## config.mk

```make
export PLATFORM = sky130hd
export DESIGN_NAME = seq_matched_latency_monitor_unit
export DESIGN_NICKNAME = d
export VERILOG_FILES = /design/src/slm_pkg.sv /design/src/slm_ram.sv /design/src/slm_apb_regs.sv /design/src/seq_matched_latency_monitor_unit.sv
export SDC_FILE = /design/constraint.sdc
export NUM_CORES = 2
export LEC_CHECK = 0
export BUFFER_PORTS_ARGS = -buffer_cell sky130_fd_sc_hd__buf_2
export CORE_AREA = 2 2 558 616
export DETAILED_ROUTE_END_ITERATION = 8
export DIE_AREA = 0 0 560 618
export PLACE_DENSITY_LB_ADDON = 0.15
export SLEW_MARGIN = 25
export SYNTH_ARGS = -nofsm -noshare
export SYNTH_HDL_FRONTEND = slang
export SYNTH_SLANG_ARGS = --single-unit
```

## constraint.sdc

```tcl
create_clock -name clk_i -period 9.84 [get_ports clk_i]
set_clock_uncertainty 0.05 [all_clocks]
set_input_delay 1.968 -clock clk_i [delete_from_list [all_inputs] [get_ports clk_i]]
set_output_delay 1.968 -clock clk_i [all_outputs]
set_load 0.01 [all_outputs]
```

## src/slm_pkg.sv

```systemverilog
package slm_pkg;

  // Request queue geometry
  localparam int unsigned FIFO_DEPTH = 64;
  localparam int unsigned PTR_W      = $clog2(FIFO_DEPTH);
  localparam int unsigned CNT_W      = $clog2(FIFO_DEPTH + 1);

  // Field widths
  localparam int unsigned SEQ_W  = 32;
  localparam int unsigned TS_W   = 32;
  localparam int unsigned ENTRY_W = SEQ_W + TS_W;

  // Register file
  localparam int unsigned APB_AW          = 3;
  localparam logic [31:0] MAX_DELAY_RESET = 32'd50000;
  localparam logic        REG_MAX_DELAY   = 1'b0;

  // Item kinds
  localparam logic ACT_REQUEST  = 1'b0;
  localparam logic ACT_RESPONSE = 1'b1;

  // Result status codes
  typedef enum logic [2:0] {
    ST_QUEUED  = 3'd0,
    ST_DROPPED = 3'd1,
    ST_EMPTY   = 3'd2,
    ST_STALE   = 3'd3,
    ST_MATCHED = 3'd4,
    ST_NOMATCH = 3'd5
  } status_e;

  // Next queue position, wrapping at the depth
  function automatic logic [PTR_W-1:0] ptr_next(input logic [PTR_W-1:0] p);
    logic [PTR_W-1:0] r;
    if (p == PTR_W'(FIFO_DEPTH - 1)) begin
      r = '0;
    end else begin
      r = p + PTR_W'(1);
    end
    return r;
  endfunction

endpackage

```

## src/slm_ram.sv

```systemverilog
module slm_ram #(
  parameter int unsigned DATA_W = 64,
  parameter int unsigned DEPTH  = 64,
  parameter int unsigned ADDR_W = $clog2(DEPTH)
) (
  input  logic              clk_i,
  input  logic              we_i,
  input  logic [ADDR_W-1:0] waddr_i,
  input  logic [DATA_W-1:0] wdata_i,
  input  logic              re_i,
  input  logic [ADDR_W-1:0] raddr_i,
  output logic [DATA_W-1:0] rdata_o
);

  logic [DATA_W-1:0] mem [DEPTH];
  logic [DATA_W-1:0] rdata_q;

  // One write port, one registered read port
  always_ff @(posedge clk_i) begin
    if (we_i) begin
      mem[waddr_i] <= wdata_i;
    end
  end

  always_ff @(posedge clk_i) begin
    if (re_i) begin
      rdata_q <= mem[raddr_i];
    end
  end

  assign rdata_o = rdata_q;

endmodule

```

## src/slm_apb_regs.sv

```systemverilog
module slm_apb_regs (
  input  logic                       clk_i,
  input  logic                       rst_ni,
  input  logic                       psel,
  input  logic                       penable,
  input  logic                       pwrite,
  input  logic [slm_pkg::APB_AW-1:0] paddr,
  input  logic [31:0]                pwdata,
  output logic [31:0]                prdata,
  output logic                       pready,
  output logic [31:0]                max_delay_o
);

  logic [31:0] max_delay_q;
  logic [31:0] max_delay_d;
  logic        wr_en;
  logic        sel_max;

  // Word index decode: register 0 only
  assign sel_max = (paddr[2] == slm_pkg::REG_MAX_DELAY);
  assign wr_en   = psel & penable & pwrite;
  assign pready  = 1'b1;

  always_comb begin
    max_delay_d = max_delay_q;
    if (wr_en && sel_max) begin
      max_delay_d = pwdata;
    end
  end

  always_ff @(posedge clk_i or negedge rst_ni) begin
    if (!rst_ni) begin
      max_delay_q <= slm_pkg::MAX_DELAY_RESET;
    end else begin
      max_delay_q <= max_delay_d;
    end
  end

  // Read back
  assign prdata      = sel_max ? max_delay_q : 32'd0;
  assign max_delay_o = max_delay_q;

endmodule

```

## src/seq_matched_latency_monitor_unit.sv

```systemverilog
// Sequence-matched latency monitor.
// Input channel: an item (action_i, seq_number_i, time_stamp_i) is taken at a
// clock edge with start high and busy low. A request (action 0) is stored in
// a 64-entry queue; a response (action 1) is matched against the queue head.
// Result channel: one result per item, shown for exactly one cycle with
// done_o high; the receiver must take it then and cannot stall the block.
// Flow: requests and responses to an empty queue give their result in the
// cycle after acceptance and keep busy low, so one such item per cycle.
// A response otherwise reads the head from the queue RAM (registered read)
// and then examines one entry per cycle: a stale head, a match or the last
// entry ends the search, and each skipped entry is dropped from the queue.
// busy is high for the whole search; the single RAM read port sets the
// search rate of one entry per cycle.
// Configuration: max_delay over an APB-style port at byte address 0; write
// only while no item is in flight.
// Reset: the queue is empty, max_delay is 50000; no clearing pass is needed
// since only written entries are ever read.
module seq_matched_latency_monitor_unit (
  input  logic                       clk_i,
  input  logic                       rst_ni,
  // Item channel
  input  logic                       start,
  output logic                       busy,
  input  logic                       action_i,
  input  logic [31:0]                seq_number_i,
  input  logic [31:0]                time_stamp_i,
  // Result channel
  output logic                       done_o,
  output logic [2:0]                 status_o,
  output logic signed [31:0]         delay_o,
  output logic                       late_o,
  output logic [31:0]                matched_seq_o,
  // Configuration port
  input  logic                       psel,
  input  logic                       penable,
  input  logic                       pwrite,
  input  logic [slm_pkg::APB_AW-1:0] paddr,
  input  logic [31:0]                pwdata,
  output logic [31:0]                prdata,
  output logic                       pready
);

  typedef enum logic [1:0] {
    S_IDLE = 2'b01,
    S_SCAN = 2'b10
  } fsm_e;

  fsm_e state_q, state_d;

  logic [slm_pkg::PTR_W-1:0]   head_q, head_d;
  logic [slm_pkg::PTR_W-1:0]   tail_q, tail_d;
  logic [slm_pkg::CNT_W-1:0]   count_q, count_d;
  logic                        first_q, first_d;
  logic [slm_pkg::SEQ_W-1:0]   rsp_seq_q, rsp_seq_d;
  logic [slm_pkg::TS_W-1:0]    rsp_ts_q, rsp_ts_d;

  logic                        done_q, done_d;
  slm_pkg::status_e            status_q, status_d;
  logic [31:0]                 delay_q, delay_d;
  logic                        late_q, late_d;
  logic [31:0]                 mseq_q, mseq_d;

  logic                        ram_we;
  logic                        ram_re;
  logic [slm_pkg::PTR_W-1:0]   ram_raddr;
  logic [slm_pkg::ENTRY_W-1:0] ram_rdata;
  logic [slm_pkg::SEQ_W-1:0]   ent_seq;
  logic [slm_pkg::TS_W-1:0]    ent_ts;
  logic [31:0]                 diff;
  logic                        accept;
  logic                        full;
  logic [31:0]                 max_delay;

  // Configuration registers
  slm_apb_regs u_regs (
    .clk_i       (clk_i),
    .rst_ni      (rst_ni),
    .psel        (psel),
    .penable     (penable),
    .pwrite      (pwrite),
    .paddr       (paddr),
    .pwdata      (pwdata),
    .prdata      (prdata),
    .pready      (pready),
    .max_delay_o (max_delay)
  );

  // Request queue storage: {seq, time} per entry
  slm_ram #(
    .DATA_W (slm_pkg::ENTRY_W),
    .DEPTH  (slm_pkg::FIFO_DEPTH),
    .ADDR_W (slm_pkg::PTR_W)
  ) u_ram (
    .clk_i   (clk_i),
    .we_i    (ram_we),
    .waddr_i (tail_q),
    .wdata_i ({seq_number_i, time_stamp_i}),
    .re_i    (ram_re),
    .raddr_i (ram_raddr),
    .rdata_o (ram_rdata)
  );

  assign busy    = (state_q != S_IDLE);
  assign accept  = start & ~busy;
  assign full    = (count_q == slm_pkg::CNT_W'(slm_pkg::FIFO_DEPTH));
  assign ent_seq = ram_rdata[slm_pkg::ENTRY_W-1:slm_pkg::TS_W];
  assign ent_ts  = ram_rdata[slm_pkg::TS_W-1:0];
  assign diff    = rsp_ts_q - ent_ts;

  // Control: push, head read, and one-entry-per-cycle drain
  always_comb begin
    state_d   = state_q;
    head_d    = head_q;
    tail_d    = tail_q;
    count_d   = count_q;
    first_d   = first_q;
    rsp_seq_d = rsp_seq_q;
    rsp_ts_d  = rsp_ts_q;
    done_d    = 1'b0;
    status_d  = status_q;
    delay_d   = 32'd0;
    late_d    = 1'b0;
    mseq_d    = 32'd0;
    ram_we    = 1'b0;
    ram_re    = 1'b0;
    ram_raddr = head_q;

    case (state_q)
      S_IDLE: begin
        if (accept) begin
          if (action_i == slm_pkg::ACT_REQUEST) begin
            done_d = 1'b1;
            if (full) begin
              status_d = slm_pkg::ST_DROPPED;
            end else begin
              ram_we   = 1'b1;
              tail_d   = slm_pkg::ptr_next(tail_q);
              count_d  = count_q + slm_pkg::CNT_W'(1);
              status_d = slm_pkg::ST_QUEUED;
            end
          end else if (count_q == '0) begin
            done_d   = 1'b1;
            status_d = slm_pkg::ST_EMPTY;
          end else begin
            ram_re    = 1'b1;
            rsp_seq_d = seq_number_i;
            rsp_ts_d  = time_stamp_i;
            first_d   = 1'b1;
            state_d   = S_SCAN;
          end
        end
      end
      S_SCAN: begin
        if (first_q && (rsp_seq_q < ent_seq)) begin
          // Response older than the head: leave the queue alone
          done_d   = 1'b1;
          status_d = slm_pkg::ST_STALE;
          state_d  = S_IDLE;
        end else begin
          head_d  = slm_pkg::ptr_next(head_q);
          count_d = count_q - slm_pkg::CNT_W'(1);
          first_d = 1'b0;
          if (ent_seq == rsp_seq_q) begin
            done_d   = 1'b1;
            status_d = slm_pkg::ST_MATCHED;
            delay_d  = diff;
            late_d   = ~diff[31] & ({1'b0, diff[30:0]} > max_delay);
            mseq_d   = ent_seq;
            state_d  = S_IDLE;
          end else if (count_q == slm_pkg::CNT_W'(1)) begin
            done_d   = 1'b1;
            status_d = slm_pkg::ST_NOMATCH;
            state_d  = S_IDLE;
          end else begin
            // Fetch the following entry while this one is dropped
            ram_re    = 1'b1;
            ram_raddr = slm_pkg::ptr_next(head_q);
          end
        end
      end
      default: begin
        state_d = S_IDLE;
      end
    endcase
  end

  // Control state
  always_ff @(posedge clk_i or negedge rst_ni) begin
    if (!rst_ni) begin
      state_q <= S_IDLE;
      head_q  <= '0;
      tail_q  <= '0;
      count_q <= '0;
      first_q <= 1'b0;
      done_q  <= 1'b0;
    end else begin
      state_q <= state_d;
      head_q  <= head_d;
      tail_q  <= tail_d;
      count_q <= count_d;
      first_q <= first_d;
      done_q  <= done_d;
    end
  end

  // Payload registers
  always_ff @(posedge clk_i) begin
    rsp_seq_q <= rsp_seq_d;
    rsp_ts_q  <= rsp_ts_d;
    status_q  <= status_d;
    delay_q   <= delay_d;
    late_q    <= late_d;
    mseq_q    <= mseq_d;
  end

  assign done_o        = done_q;
  assign status_o      = status_q;
  assign delay_o       = delay_q;
  assign late_o        = late_q;
  assign matched_seq_o = mseq_q;

`ifndef SYNTHESIS
  a_count_bound: assert property (@(posedge clk_i) disable iff (!rst_ni)
    count_q <= slm_pkg::CNT_W'(slm_pkg::FIFO_DEPTH))
    else $error("queue count above depth");

  a_push_result: assert property (@(posedge clk_i) disable iff (!rst_ni)
    (accept && action_i == slm_pkg::ACT_REQUEST && !full) |=>
      (done_o && status_o == slm_pkg::ST_QUEUED))
    else $error("push without queued result");

  a_match_from_scan: assert property (@(posedge clk_i) disable iff (!rst_ni)
    (done_o && status_o == slm_pkg::ST_MATCHED) |-> $past(state_q == S_SCAN))
    else $error("match reported outside a search");

  a_late_only_match: assert property (@(posedge clk_i) disable iff (!rst_ni)
    (done_o && late_o) |-> (status_o == slm_pkg::ST_MATCHED))
    else $error("late flag on a non-matched result");

  a_scan_nonempty: assert property (@(posedge clk_i) disable iff (!rst_ni)
    (state_q == S_SCAN) |-> (count_q != '0))
    else $error("search running on an empty queue");
`endif

endmodule

```

==> flow_summary.yaml <==
logic_synthesis:
  ys_ff_latch: 4347
  syn-mean-instance-area_um2: 16.82
  synth-xor-area-share_pct: 0.2211
  synth_adder_area_share_pct: 0.7587
  largest_family_of_logic_cells_by_synthesized_area: "multiplexers"
  seq_area_frac_synth_pct: 76.61
  netlist-cell-type-count: 87
  synthesis.yosys.warnings: 0
  syn_nets: 10270
  synth_compound_gate_area_share_pct: 5.961
  syn-instance-count: 10060
  synth_simple_gate_area_share_pct: 5.985
  mappedNetlistArea_um2: 169200
  synth_enable_flop_cells: 4227
  synth.mux.area_fraction_pct: 8.608
  async_reset_ff_share_pct: 1.265
  ys.flop_type: "edfxtp_1"
sta:
  finalCritPeriodShare_pct: 76.34
  final.min_clock_period_ns: 7.512
  timing_hold_violations_final: 0
  finalSetupViolCount: 0
  setup_total_negative_slack_ns: 0
  slew_headroom_pct: 20.62
  rsz_0062_raised_after_global_routing: "false"
  worst_max_slew_pin_slew_ns: 1.180
  timing.final.max_slew_violations: 0
  clock.fmax_ghz: 0.1331
clock_tree:
  cts_post_setup_buffers_inserted: 0
  cts_buffers: 429
  cts.root.buffer_cell: "clkbuf_16"
  h_tree_depth: 5
  cts_tree: "done"
  max-clock-path-buffers: 4
  clkSlewWorstSetupHoldPaths_ns: 0.06
  clkSinkCount: 4347
  insertion_delay_ns: 0.99
  post_cts_resize_count: 0
  postCtsHoldBufs: 0
place:
  numPlacedInstances: 14500
  routabilityCongestion: 0.8570
  dpl.hpwl_mm: 278.8
  port_buffers: 205
global_routing:
  grt_antenna_before_repair: 44
  grt_start_max_net_pins: 118
  globalRouteOverflowTotal: 0
  grt_usage_pct: 29.36
  number_of_global_route_vias_before_repair: 94520
  grt_first_pass_wirelength_mm: 717.7
final_layout:
  layout_commonest_cell: "edfxtp_1"
  utilization_pct: 56.27
  layoutNonFillerInstCount: 15310
  final_cell_mix: "edfxtp_1 (4227), nand2_1 (1279), mux2i_1 (702)"
  drive_gt1_share_pct: 14.71
  flow.area_growth_from_synthesis_pct: 13.09
  finalNetCount: 10610
route:
  drt-vias-per-instance: 6.412
  drt-pass1-iter-count: 8
  detailedRoute.firstIterationViolations: 13450
  drc_errors: 0
  route.antenna.remaining_nets: 0
  dr_wl_cell_um: 33.85
  dr_total_vias: 98160
  total_wire_length_after_detailed_routing_mm: 518.2
run:
  max_cap_viol_count: 0
setup_path:
  critical_path.top_delay_family: "buffers and inverters"
  critical_path.n_buffers_inverters: 6
  path_class: "flop to flop"
  ff2ff_path_depth: 18
  start_kind: "flop"
  cp.required_ns: 10.47
  slowest_stage: "a21oi_4"
  critPathCaptureType: "flop"
  worst-r2r-setup-slack_ns: 2.33
  timing.critical_path.arrival_ns: 8.14
  cp_cell_sequence: "inv_1, ha_1, nand4_1, or3_1, a21oi_1, o41ai_1, buf_4, a21oi_4, mux2i_4, buf_8, buf_16, buf_4, buf_4, mux4_2, a22oi_1, a21oi_1, nor4_1, nand3_1"
  timing.rr.end: "u_ram.rdata_o[55]$_DFFE_PP_"
  worst_path_largest_cell_delay_ns: 0.74
  critPathMostFrequentCell: "buf_4"
  critical_path.reg2reg.startpoint: "u_ram.rdata_o[44]$_DFFE_PP_"
  crit_path_max_fanout: 36
hold_path:
  worst_hold_endpoint: "u_regs.max_delay_o[2]$_DFFE_PN0P_"
  worstHoldPathType: "flop to flop"
  whs_path_depth: 1
  timing.hold.worst.start: "u_regs.max_delay_o[2]$_DFFE_PN0P_"
floorplanning:
  fp.dieArea_um2: 346100
  floorplan.rows: 225
  dieWidth_um: 560
  io-pin-count: 209
  die-height_um: 618
  floorplan.initialDensity_pct: 49.75
  placeableCoreArea_um2: 340100
outcome:
  run_status: "completed"
pwr:
  reported_leakage_power_uw: 0.06408
  power.ir.vdd_worst_v: 0.0002430
  power.density_nw_per_um2: 257.2
==> worst max-delay path by stage <==
stage / depth (start not counted) / startpoint / slack (ns) / end
2_1_floorplan: 4 / action_i / 1.52 / u_ram.rdata_o[0]$_DFFE_PP_
3_3_place_gp: 16 / u_ram.rdata_o[44]$_DFFE_PP_ / 1.88 / u_ram.rdata_o[59]$_DFFE_PP_
3_5_place_dp: 18 / u_ram.rdata_o[44]$_DFFE_PP_ / 2.45 / u_ram.rdata_o[55]$_DFFE_PP_
4_1_cts: 18 / u_ram.rdata_o[44]$_DFFE_PP_ / 2.43 / u_ram.rdata_o[55]$_DFFE_PP_
5_1_grt: 18 / u_ram.rdata_o[44]$_DFFE_PP_ / 2.17 / u_ram.rdata_o[55]$_DFFE_PP_
6_report: 18 / u_ram.rdata_o[44]$_DFFE_PP_ / 2.33 / u_ram.rdata_o[55]$_DFFE_PP_
==> state kept, by name (all words and copies together), names as in the netlist <==
| name | flops |
|---|---|
| rsp_ts_q | 32 |
| tail_q | 6 |
| u_ram.mem | 4096 |
| head_q | 6 |
| matched_seq_o | 32 |
| u_ram.rdata_o | 64 |
| rsp_seq_q | 32 |
| first_q | 1 |
| delay_o | 32 |
| status_o | 3 |
| count_q | 7 |
| done_o | 1 |
| u_regs.max_delay_o | 32 |
| late_o | 1 |
| state_q | 2 |
==> area by class of cell <==
class | count | area [µm²]
Tap cell | 4540 | 5680
Inverter | 120 | 450.4
Fill cell | 26220 | 148700
Sequential cell | 4347 | 129600
Multi-Input combinational cell | 4998 | 37240
Timing Repair Buffer | 501 | 4278
Antenna cell | 23 | 57.56
Clock inverter | 265 | 2848
Clock buffer | 514 | 11180
==> per-layer routing <==
| layer | vias to the layer above | wire length, µm | GRT usage [%] |
|---|---|---|---|
| met5 | - | 167 | 0 |
| li1 | 40410 | - | - |
| met1 | 50960 | 200700 | 40.59 |
| met4 | 28 | 21580 | 11.00 |
| met2 | 5761 | 237200 | 45.62 |
| met3 | 1004 | 58560 | 6.842 |
==> synth_stat cells (17+ instances only) <==
master	number	area, µm²
edfxtp_1	4227	126900
nor4_1	52	325.3
mux4_2	315	7094
a21o_1	20	150.1
buf_2	190	950.9
mux2_2	35	394.1
buf_4	35	262.8
mux2i_1	704	7047
and2_1	34	212.7
a21oi_1	297	1486
nand2_1	1279	4801
nand4_1	25	156.4
o21ai_1	46	230.2
a31oi_1	71	444.2
clkbuf_1	308	1156
o21ai_0	184	920.9
nor2_1	308	1156
ha_1	101	1264
o22ai_1	182	1139
a221o_1	114	1141
dfrtp_1	48	1201
a22oi_1	190	1426
a311oi_1	63	551.8
a221oi_1	76	665.6
inv_1	118	442.9
o211ai_1	17	127.6
xnor2_1	28	245.2
o311ai_0	110	963.4
and3_1	119	744.5
nand3_1	448	2242
buf_1	50	187.7
dfxtp_1	65	1301
==> per-stage QoR <==
step / hold WS (ns) / worst slack, ns / power [µW] / area, µm²
after global routing: 0.4702 / 2.168 / 50760 / 191300
after CTS: 0.4581 / 2.431 / 49290 / 191200
after floorplan: 0.4026 / 1.518 / 28870 / 169200
final: 0.4563 / 2.329 / 49210 / 191300
after global placement: 0.4393 / 1.883 / 32860 / 176700
after detailed placement: 0.4444 / 2.448 / 33040 / 177100
==> where the power goes <==
group          total (µW)  leakage, µW  switching (µW)  internal [µW]
Sequential          21000       0.0392             250          20700
Clock               16500      0.00683            7000           9460
Combinational       11800       0.0180            7720           4050
==> cell families after synthesis <==
family,Yosys count
AO/OA/AOI/OAI,1463
XOR/XNOR,41
adder cells (fa/ha/maj),102
buffers and inverters,715
flip-flops,4347
multiplexers,1056
other,1
AND/OR/NAND/NOR,2335
==> worst reg2reg max path, stage by stage (launching register included) <==
cell and delay, ns:
edfxtp_1 0.70, inv_1 0.16, ha_1 0.31, nand4_1 0.14
or3_1 0.48, a21oi_1 0.36, o41ai_1 0.14, buf_4 0.20
a21oi_4 0.75, mux2i_4 0.62, buf_8 0.24, buf_16 0.17
buf_4 0.48, buf_4 0.63, mux4_2 0.61, a22oi_1 0.19
a21oi_1 0.15, nor4_1 0.61, nand3_1 0.24
Power figures use the tool's default switching activity.
